$ cat config.mk
export PLATFORM = sky130hd
export DESIGN_NAME = grp_mult
export DESIGN_NICKNAME = d
export VERILOG_FILES = /design/src/rtl/grp_pkg.sv /design/src/rtl/grp_mult.sv
export SDC_FILE = /design/constraint.sdc
export NUM_CORES = 1
export LEC_CHECK = 0
export ABC_CLOCK_PERIOD_IN_PS = 10040
export BUFFER_PORTS_ARGS = -buffer_cell sky130_fd_sc_hd__buf_2
export CORE_ASPECT_RATIO = 0.6
export CORE_MARGIN = 10
export CORE_UTILIZATION = 30
export DETAILED_ROUTE_END_ITERATION = 12
export PLACE_DENSITY = 0.57
export SYNTH_ARGS = -nofsm -noshare
export SYNTH_HDL_FRONTEND = slang
export SYNTH_SLANG_ARGS = --single-unit
$ cat constraint.sdc
create_clock -name clk -period 10.04 [get_ports clk]
set_input_delay 2.51 -clock clk [delete_from_list [all_inputs] [get_ports clk]]
set_output_delay 2.51 -clock clk [all_outputs]
set_load 0.005 [all_outputs]
$ cat src/rtl/grp_pkg.sv
// Shared types and constants for the guillotine rectangle packer.
// No dependencies.
package grp_pkg;
  localparam int unsigned DimW = 15;
  localparam int unsigned PosW = 14;
  localparam int unsigned PadW = 8;
  localparam int unsigned AreaW = 30;
  localparam logic [DimW-1:0] AreaLimit = 15'd16384;

  localparam logic [1:0] CfgAreaW = 2'd0;
  localparam logic [1:0] CfgAreaH = 2'd1;
  localparam logic [1:0] CfgPadX  = 2'd2;
  localparam logic [1:0] CfgPadY  = 2'd3;

  localparam logic OpPlace   = 1'b0;
  localparam logic OpRestart = 1'b1;

  typedef struct packed {
    logic [DimW-1:0] x;
    logic [DimW-1:0] y;
    logic [DimW-1:0] w;
    logic [DimW-1:0] h;
  } rect_t;

  // A free list entry keeps its area so the insert search needs no multiply.
  typedef struct packed {
    rect_t            r;
    logic [AreaW-1:0] area;
  } entry_t;

  function automatic logic [DimW-1:0] clamp_area(input logic [DimW-1:0] v);
    clamp_area = (v > AreaLimit) ? AreaLimit : v;
  endfunction
endpackage

$ cat src/rtl/grp_mult.sv
// Registered 15x15 area multiplier shared by the sequencer.
// Depends on grp_pkg.
module grp_mult
  import grp_pkg::*;
(
  input  logic             clk,
  input  logic [DimW-1:0]  a,
  input  logic [DimW-1:0]  b,
  output logic [AreaW-1:0] p
);
  logic [AreaW-1:0] p_r;
  always_ff @(posedge clk) begin
    p_r <= AreaW'(a) * AreaW'(b);
  end
  assign p = p_r;
endmodule

==> flow_summary.json, run 1 <==
{
  "cp-startpoint": "a[8]",
  "yosys.cell_types.count": 48,
  "synthCells": 907,
  "drc": 0,
  "slowest_delay_ns": 0.53,
  "globalplace.congestion": 0.836,
  "worstPathArrival_ns": 8.09,
  "worst_slew_pin_slew_ns": 0.554,
  "cp-start-kind": "input port",
  "worst_slew_margin_rel_pct": 62.9,
  "numCtsBuffers": 5,
  "critPathKind": "input port to flop",
  "syn_to_final_growth_pct": 9.21,
  "die_area_um2": 34600,
  "layout_commonest_cell": "inv_1",
  "status": "complete, no violations",
  "final_cell_mix": "inv_1, fa_1, and2_1, nand2_1, ha_1",
  "crit_fanout": 15,
  "antenna_found_initial": 0,
  "post_drt_wl_per_cell_um": 14.9,
  "cts-root-buf": "clkbuf_16",
  "worstPathRequired_ns": 10.20,
  "grt_pass1_wl_um": 32900,
  "critPathBufInv": 7,
  "netlist_area_um2": 8220,
  "num_rows": 46,
  "drive_gt1_share_pct": 7.87,
  "die_w_um": 234,
  "post-route-period-util_pct": 79.0,
  "clkTransAtPathRegs_ns": 0.05,
  "ctsHoldBuffers": 0,
  "initial_core_util_pct": 30.8,
  "dr_total_vias": 5906,
  "num_antenna_cells": 0,
  "synth_seq_cells": 30,
  "min_from": "b[0]",
  "clk_path_buf_depth": 2,
  "whs_path_depth": 2,
  "setup_viol": 0,
  "fin_area_um2": 8970,
  "cts.repair.resized": 0,
  "cts_tree": "built",
  "grt_overflow_total": 0,
  "critical-path-slowest-cell": "fa_1",
  "ys_seq_area_share_pct": 7.31,
  "grt_usage_pct": 11.8,
  "ys.flop_type": "dfxtp_1",
  "setup_tns_ns": 0,
  "synth_nets": 1199,
  "async_reset_ff_share_pct": 0,
  "crit_chain": "buf_2, and2_1, fa_1, inv_1, fa_1, inv_1, fa_1, inv_1, fa_1, inv_1, fa_1, inv_1, fa_1, inv_1, ha_1, a21o_1, a211o_1, a2111oi_2, o31a_1, o31ai_1, xnor2_1",
  "hold_viol": 0,
  "cts_setup_buffers": 0,
  "cap_violations": 0,
  "drt-initial-drc-count": 246,
  "grt_pass1_vias": 6177,
  "first_pass_iters": 4,
  "finish.net_count": 1232,
  "largest_reg_flops": 30,
  "placed_cell_area_um2": 8840,
  "h-tree-depth": 2,
  "ant_nets": 0,
  "hpwl_um": 16800,
  "endpoint_kind": "flop",
  "io-pin-count": 61,
  "rsz0062_at_grt": "no",
  "final_util_pct": 33.6,
  "cts_sinks": 30,
  "cp.depth": 21,
  "io_buffers": 60,
  "clock.fmax_mhz": 126,
  "synth_edf_count": 0,
  "syn_area_per_cell_um2": 9.06,
  "grt_max_degree": 16,
  "hp-class": "input port to flop",
  "path_delay_family": "adder cells",
  "drt_wl_total_um": 19400,
  "slew_violations": 0,
  "vias_per_cell": 4.54,
  "die_y_um": 148,
  "synth_warnings": 0,
  "coreArea_um2": 26700,
  "finalCriticalPeriod_ns": 7.94
}
==> path summary, 6_finish.rpt <==
path / to / slack, ns
worst min-delay path: p[0] / 2.65
worst max-delay path: p[29] / 2.10
==> area by class of cell <==
cell class	instances	area [um2]
multi-input combinational	643	6740
sequential	30	601
tap	360	450
clock inverter	2	10.0
fill	2836	17700
timing repair buffer	60	300
inverter	200	751
clock buffer	5	125
==> synth_stat cells (2+ instances only) <==
library cell	instances	area, um2
fa_1	167	3340
nand4b_1	2	17.5
nand3_1	3	15.0
and3_1	2	12.5
o21a_1	5	37.5
and2_1	140	876
a31oi_1	2	12.5
a21oi_1	24	120
xnor2_1	17	149
nor2b_1	4	25.0
a21o_2	3	26.3
clkbuf_1	33	124
xor2_1	7	61.3
nor2_1	14	52.6
o21bai_1	3	22.5
dfxtp_1	30	601
ha_1	94	1180
nor3_1	5	25.0
a311oi_1	3	26.3
a31o_2	2	17.5
o211a_1	2	20.0
a211o_1	3	26.3
nand2_1	102	383
o31ai_1	2	15.0
o21ai_0	9	45.0
inv_1	200	751
a21o_1	5	37.5
o2111a_1	2	22.5
a211oi_1	3	22.5
==> metrics by stage <==
| stage | setup WS [ns] | hold WS (ns) | cells |
|---|---|---|---|
| floorplan | 2.18 | 2.64 | 907 |
| global placement | 1.88 | 2.89 | 1293 |
| detailed placement | 1.85 | 2.89 | 1293 |
| CTS | 2.14 | 2.63 | 1300 |
| global route | 1.82 | 2.66 | 1300 |
| finish | 2.10 | 2.65 | 1300 |
==> routing by layer <==
| layer | track usage, % | share of wire, % |
|---|---|---|
| met5 | 0 | 0 |
| met4 | 0.514 | 0.22 |
| met3 | 2.30 | 5.1 |
| met2 | 18.0 | 44 |
| met1 | 17.6 | 51 |
==> cell families after synthesis <==
group | share of synthesized area (%)
compound gates | 6.61
buf+inv | 10.7
xor+xnor | 2.56
flops | 7.31
simple gates | 17.8
fa+ha+maj | 55.0
Power of run 1 is left out: the tool's default activity adds up to more than one toggle a clock period on the data nets, which glitch-free logic cannot reach.
==> inputs of run 2 (changes only) <==
- ABC_CLOCK_PERIOD_IN_PS: 10040 -> 7900
- clock period: 10.04 -> 7.9 ns (I/O delays scaled with it)
==> flow_summary.json, run 2 (synthesis results as in run 1) <==
{
  "io_buffers": 60,
  "antenna_found_initial": 0,
  "die_area_um2": 34600,
  "grt_usage_pct": 12.4,
  "initial_core_util_pct": 30.8,
  "hpwl_um": 18000,
  "numCtsBuffers": 5,
  "setup_viol": 0,
  "cts_setup_buffers": 0,
  "grt_pass1_wl_um": 34300,
  "crit_fanout": 15,
  "first_pass_iters": 5,
  "globalplace.congestion": 0.828,
  "critical-path-slowest-cell": "fa_1",
  "hold_viol": 0,
  "cap_violations": 0,
  "drt-initial-drc-count": 398,
  "grt_overflow_total": 0,
  "setup_tns_ns": 0,
  "rsz0062_at_grt": "no",
  "fin_area_um2": 9090,
  "finish.net_count": 1246,
  "h-tree-depth": 2,
  "ctsHoldBuffers": 0,
  "worst_slew_pin_slew_ns": 0.592,
  "largest_reg_flops": 30,
  "cp-start-kind": "input port",
  "dp.cells": 1307,
  "worstPathArrival_ns": 7.53,
  "drc": 0,
  "finalCriticalPeriod_ns": 7.37,
  "cts-root-buf": "clkbuf_16",
  "num_antenna_cells": 0,
  "final_cell_mix": "inv_1, fa_1, and2_1, nand2_1, ha_1",
  "crit_chain": "buf_2, and2_1, fa_1, inv_1, fa_1, inv_1, fa_1, inv_1, fa_1, inv_1, fa_1, inv_1, fa_1, inv_1, ha_1, a21o_1, a211o_1, nand4b_1, a211oi_1, o41ai_1, xnor2_1",
  "slowest_delay_ns": 0.53,
  "coreArea_um2": 26700,
  "io-pin-count": 61,
  "critPathKind": "input port to flop",
  "vias_per_cell": 4.56,
  "cts.repair.resized": 0,
  "post_drt_wl_per_cell_um": 15.7,
  "placed_cell_area_um2": 8940,
  "worst_slew_margin_rel_pct": 60.1,
  "grt_max_degree": 16,
  "cts_sinks": 30,
  "endpoint_kind": "flop",
  "drt_wl_total_um": 20600,
  "clk_path_buf_depth": 2,
  "fin_cells": 1315,
  "clkTransAtPathRegs_ns": 0.06,
  "drive_gt1_share_pct": 9.21,
  "status": "complete, no violations",
  "place_ws_ns": 0.281,
  "slew_violations": 0,
  "dr_total_vias": 6002,
  "syn_to_final_growth_pct": 10.6,
  "grt_pass1_vias": 6400,
  "layout_setup_ws_ns": 0.527,
  "layout_commonest_cell": "inv_1",
  "die_y_um": 148,
  "cts_tree": "built",
  "worstPathRequired_ns": 8.05,
  "die_w_um": 234,
  "post-route-period-util_pct": 93.3,
  "ant_nets": 0,
  "hp-class": "input port to flop",
  "num_rows": 46,
  "clock.fmax_mhz": 136
}
[run 2: cell types whose count changed in the layout (fill, tap and decap cells not counted), sizes merged]
cell	before	now
buf	60	74
clkbuf	5	7
clkinv	2	1
[run 2: worst paths after layout]
kind / cells past startpoint / end / from
worst min-delay path: 2 / p[0] / b[0]
worst max-delay path: 21 / p[27] / b[0]
[run 2: per-stage QoR]
stage	hold slack, ns	utilization, %
2_1_floorplan	2.10	-
3_3_place_gp	2.36	33.5
3_5_place_dp	2.36	33.5
4_1_cts	2.09	34.0
5_1_grt	2.13	34.0
6_report	2.10	34.0
[run 2: cell type report]
type                    instances  area [um2]
well taps                     360         450
clock buffers                   7         143
repair buffers                 74         405
multi-input cells             643        6740
fillers                      2837       17600
inverters                     200         751
flip-flops and latches         30         601
clock inverters                 1        5.00
[run 2: worst max-delay path: cells and delay by family]
kind	cells	cell delay, ns
AO/OA/AOI/OAI	4	1.19
AND/OR/NAND/NOR	2	0.36
XOR/XNOR	1	0.13
adder cells (fa/ha/maj)	7	3.39
buffers and inverters	7	0.47
[run 2: layer usage]
layer | part of all wire (%) | track usage (%) | routed length, um | vias up
met5 | 0 | 0 | 0 | -
met4 | 0.35 | 0.835 | 73 | 0
met3 | 7.7 | 2.96 | 1580 | 9
met2 | 43 | 18.4 | 8900 | 127
met1 | 49 | 18.4 | 10100 | 3039
li1 | - | - | - | 2827
Power of run 2 is left out for the same reason.
==> inputs of run 3 (changes only) <==
- CORE_ASPECT_RATIO: 0.6 -> default
==> flow_summary.json, run 3 (synthesis results as in run 1) <==
{
  "status": "complete, no violations",
  "worstPathArrival_ns": 7.50,
  "fin_area_um2": 9010,
  "h-tree-depth": 2,
  "grt_pass1_wl_um": 31900,
  "critical-path-slowest-cell": "fa_1",
  "setup_viol": 0,
  "drc": 0,
  "io_buffers": 60,
  "min_to": "p[0]",
  "drt_wl_total_um": 19300,
  "cp-start-kind": "input port",
  "die_y_um": 185,
  "cap_violations": 0,
  "die_area_um2": 34400,
  "slowest_delay_ns": 0.54,
  "num_rows": 60,
  "initial_core_util_pct": 30.5,
  "syn_to_final_growth_pct": 9.62,
  "grt_pass1_vias": 6226,
  "cts_tree": "built",
  "globalplace.congestion": 0.829,
  "cts-root-buf": "clkbuf_16",
  "grt_overflow_total": 0,
  "drive_gt1_share_pct": 8.45,
  "num_antenna_cells": 0,
  "whs_path_depth": 2,
  "io-pin-count": 61,
  "hold_viol": 0,
  "worst_slew_margin_rel_pct": 58.5,
  "hpwl_um": 16700,
  "finish.net_count": 1238,
  "grt_max_degree": 16,
  "hp-class": "input port to flop",
  "path_delay_family": "adder cells",
  "die_w_um": 185,
  "largest_reg_flops": 30,
  "grt_usage_pct": 11.6,
  "slew_violations": 0,
  "placed_cell_area_um2": 8860,
  "min_from": "b[0]",
  "clock.fmax_mhz": 136,
  "crit_chain": "buf_2, and2_1, fa_1, inv_1, fa_1, inv_1, fa_1, inv_1, fa_1, inv_1, fa_1, inv_1, fa_1, inv_1, ha_1, a21o_1, a211o_1, a2111oi_2, o31a_1, o31ai_1, xnor2_1",
  "crit_fanout": 15,
  "post_drt_wl_per_cell_um": 15.0,
  "worst_slew_pin_slew_ns": 0.615,
  "critPathBufInv": 7,
  "post-route-period-util_pct": 93.0,
  "coreArea_um2": 27000,
  "ctsHoldBuffers": 0,
  "finalCriticalPeriod_ns": 7.35,
  "vias_per_cell": 4.63,
  "setup_tns_ns": 0,
  "dr_total_vias": 5958,
  "clk_path_buf_depth": 2,
  "antenna_found_initial": 0,
  "first_pass_iters": 6,
  "final_cell_mix": "inv_1, fa_1, and2_1, nand2_1, ha_1",
  "critPathKind": "input port to flop",
  "layout_commonest_cell": "inv_1",
  "ant_nets": 0,
  "cts_setup_buffers": 0,
  "cts_sinks": 30,
  "drt-initial-drc-count": 233,
  "cts.repair.resized": 0,
  "worstPathRequired_ns": 8.05,
  "clkTransAtPathRegs_ns": 0.05,
  "rsz0062_at_grt": "no",
  "endpoint_kind": "flop",
  "numCtsBuffers": 5
}
[run 3: cell count changes in the layout (fill, tap and decap cells not counted), sizes merged]
cell and delta:
buf -8
[run 3: worst max path at each step]
stage / from / end / slack (ns) / depth (start not counted)
after floorplan: b[0] / p[29] / 0.58 / 22
after global placement: b[0] / p[29] / 0.34 / 21
after detailed placement: b[0] / p[29] / 0.28 / 21
after CTS: b[0] / p[29] / 0.57 / 21
after global routing: b[0] / p[29] / 0.36 / 21
final: b[0] / p[29] / 0.55 / 21
[run 3: per-stage QoR]
stage	std cells	util, %	setup WS, ns	hold WS [ns]
floorplan	907	-	0.577	2.10
global placement	1280	32.9	0.336	2.36
detailed placement	1280	32.9	0.281	2.35
CTS	1288	33.4	0.572	2.11
global route	1288	33.4	0.358	2.13
finish	1288	33.4	0.552	2.12
[run 3: metal layers]
layer | vias up | wire (um) | track usage, %
met1 | 3034 | 8590 | 15.0
li1 | 2813 | - | -
met4 | 0 | 133 | 1.24
met5 | - | 0 | 0
met2 | 98 | 9970 | 20.7
met3 | 13 | 564 | 1.46
[run 3: area by class of cell]
cell class / instances / area, um2
clock buffers: 7 / 143
clock inverters: 1 / 5.00
fillers: 2838 / 17900
inverters: 200 / 751
multi-input cells: 643 / 6740
flip-flops and latches: 30 / 601
well taps: 341 / 427
repair buffers: 66 / 345
Power of run 3 is left out for the same reason.
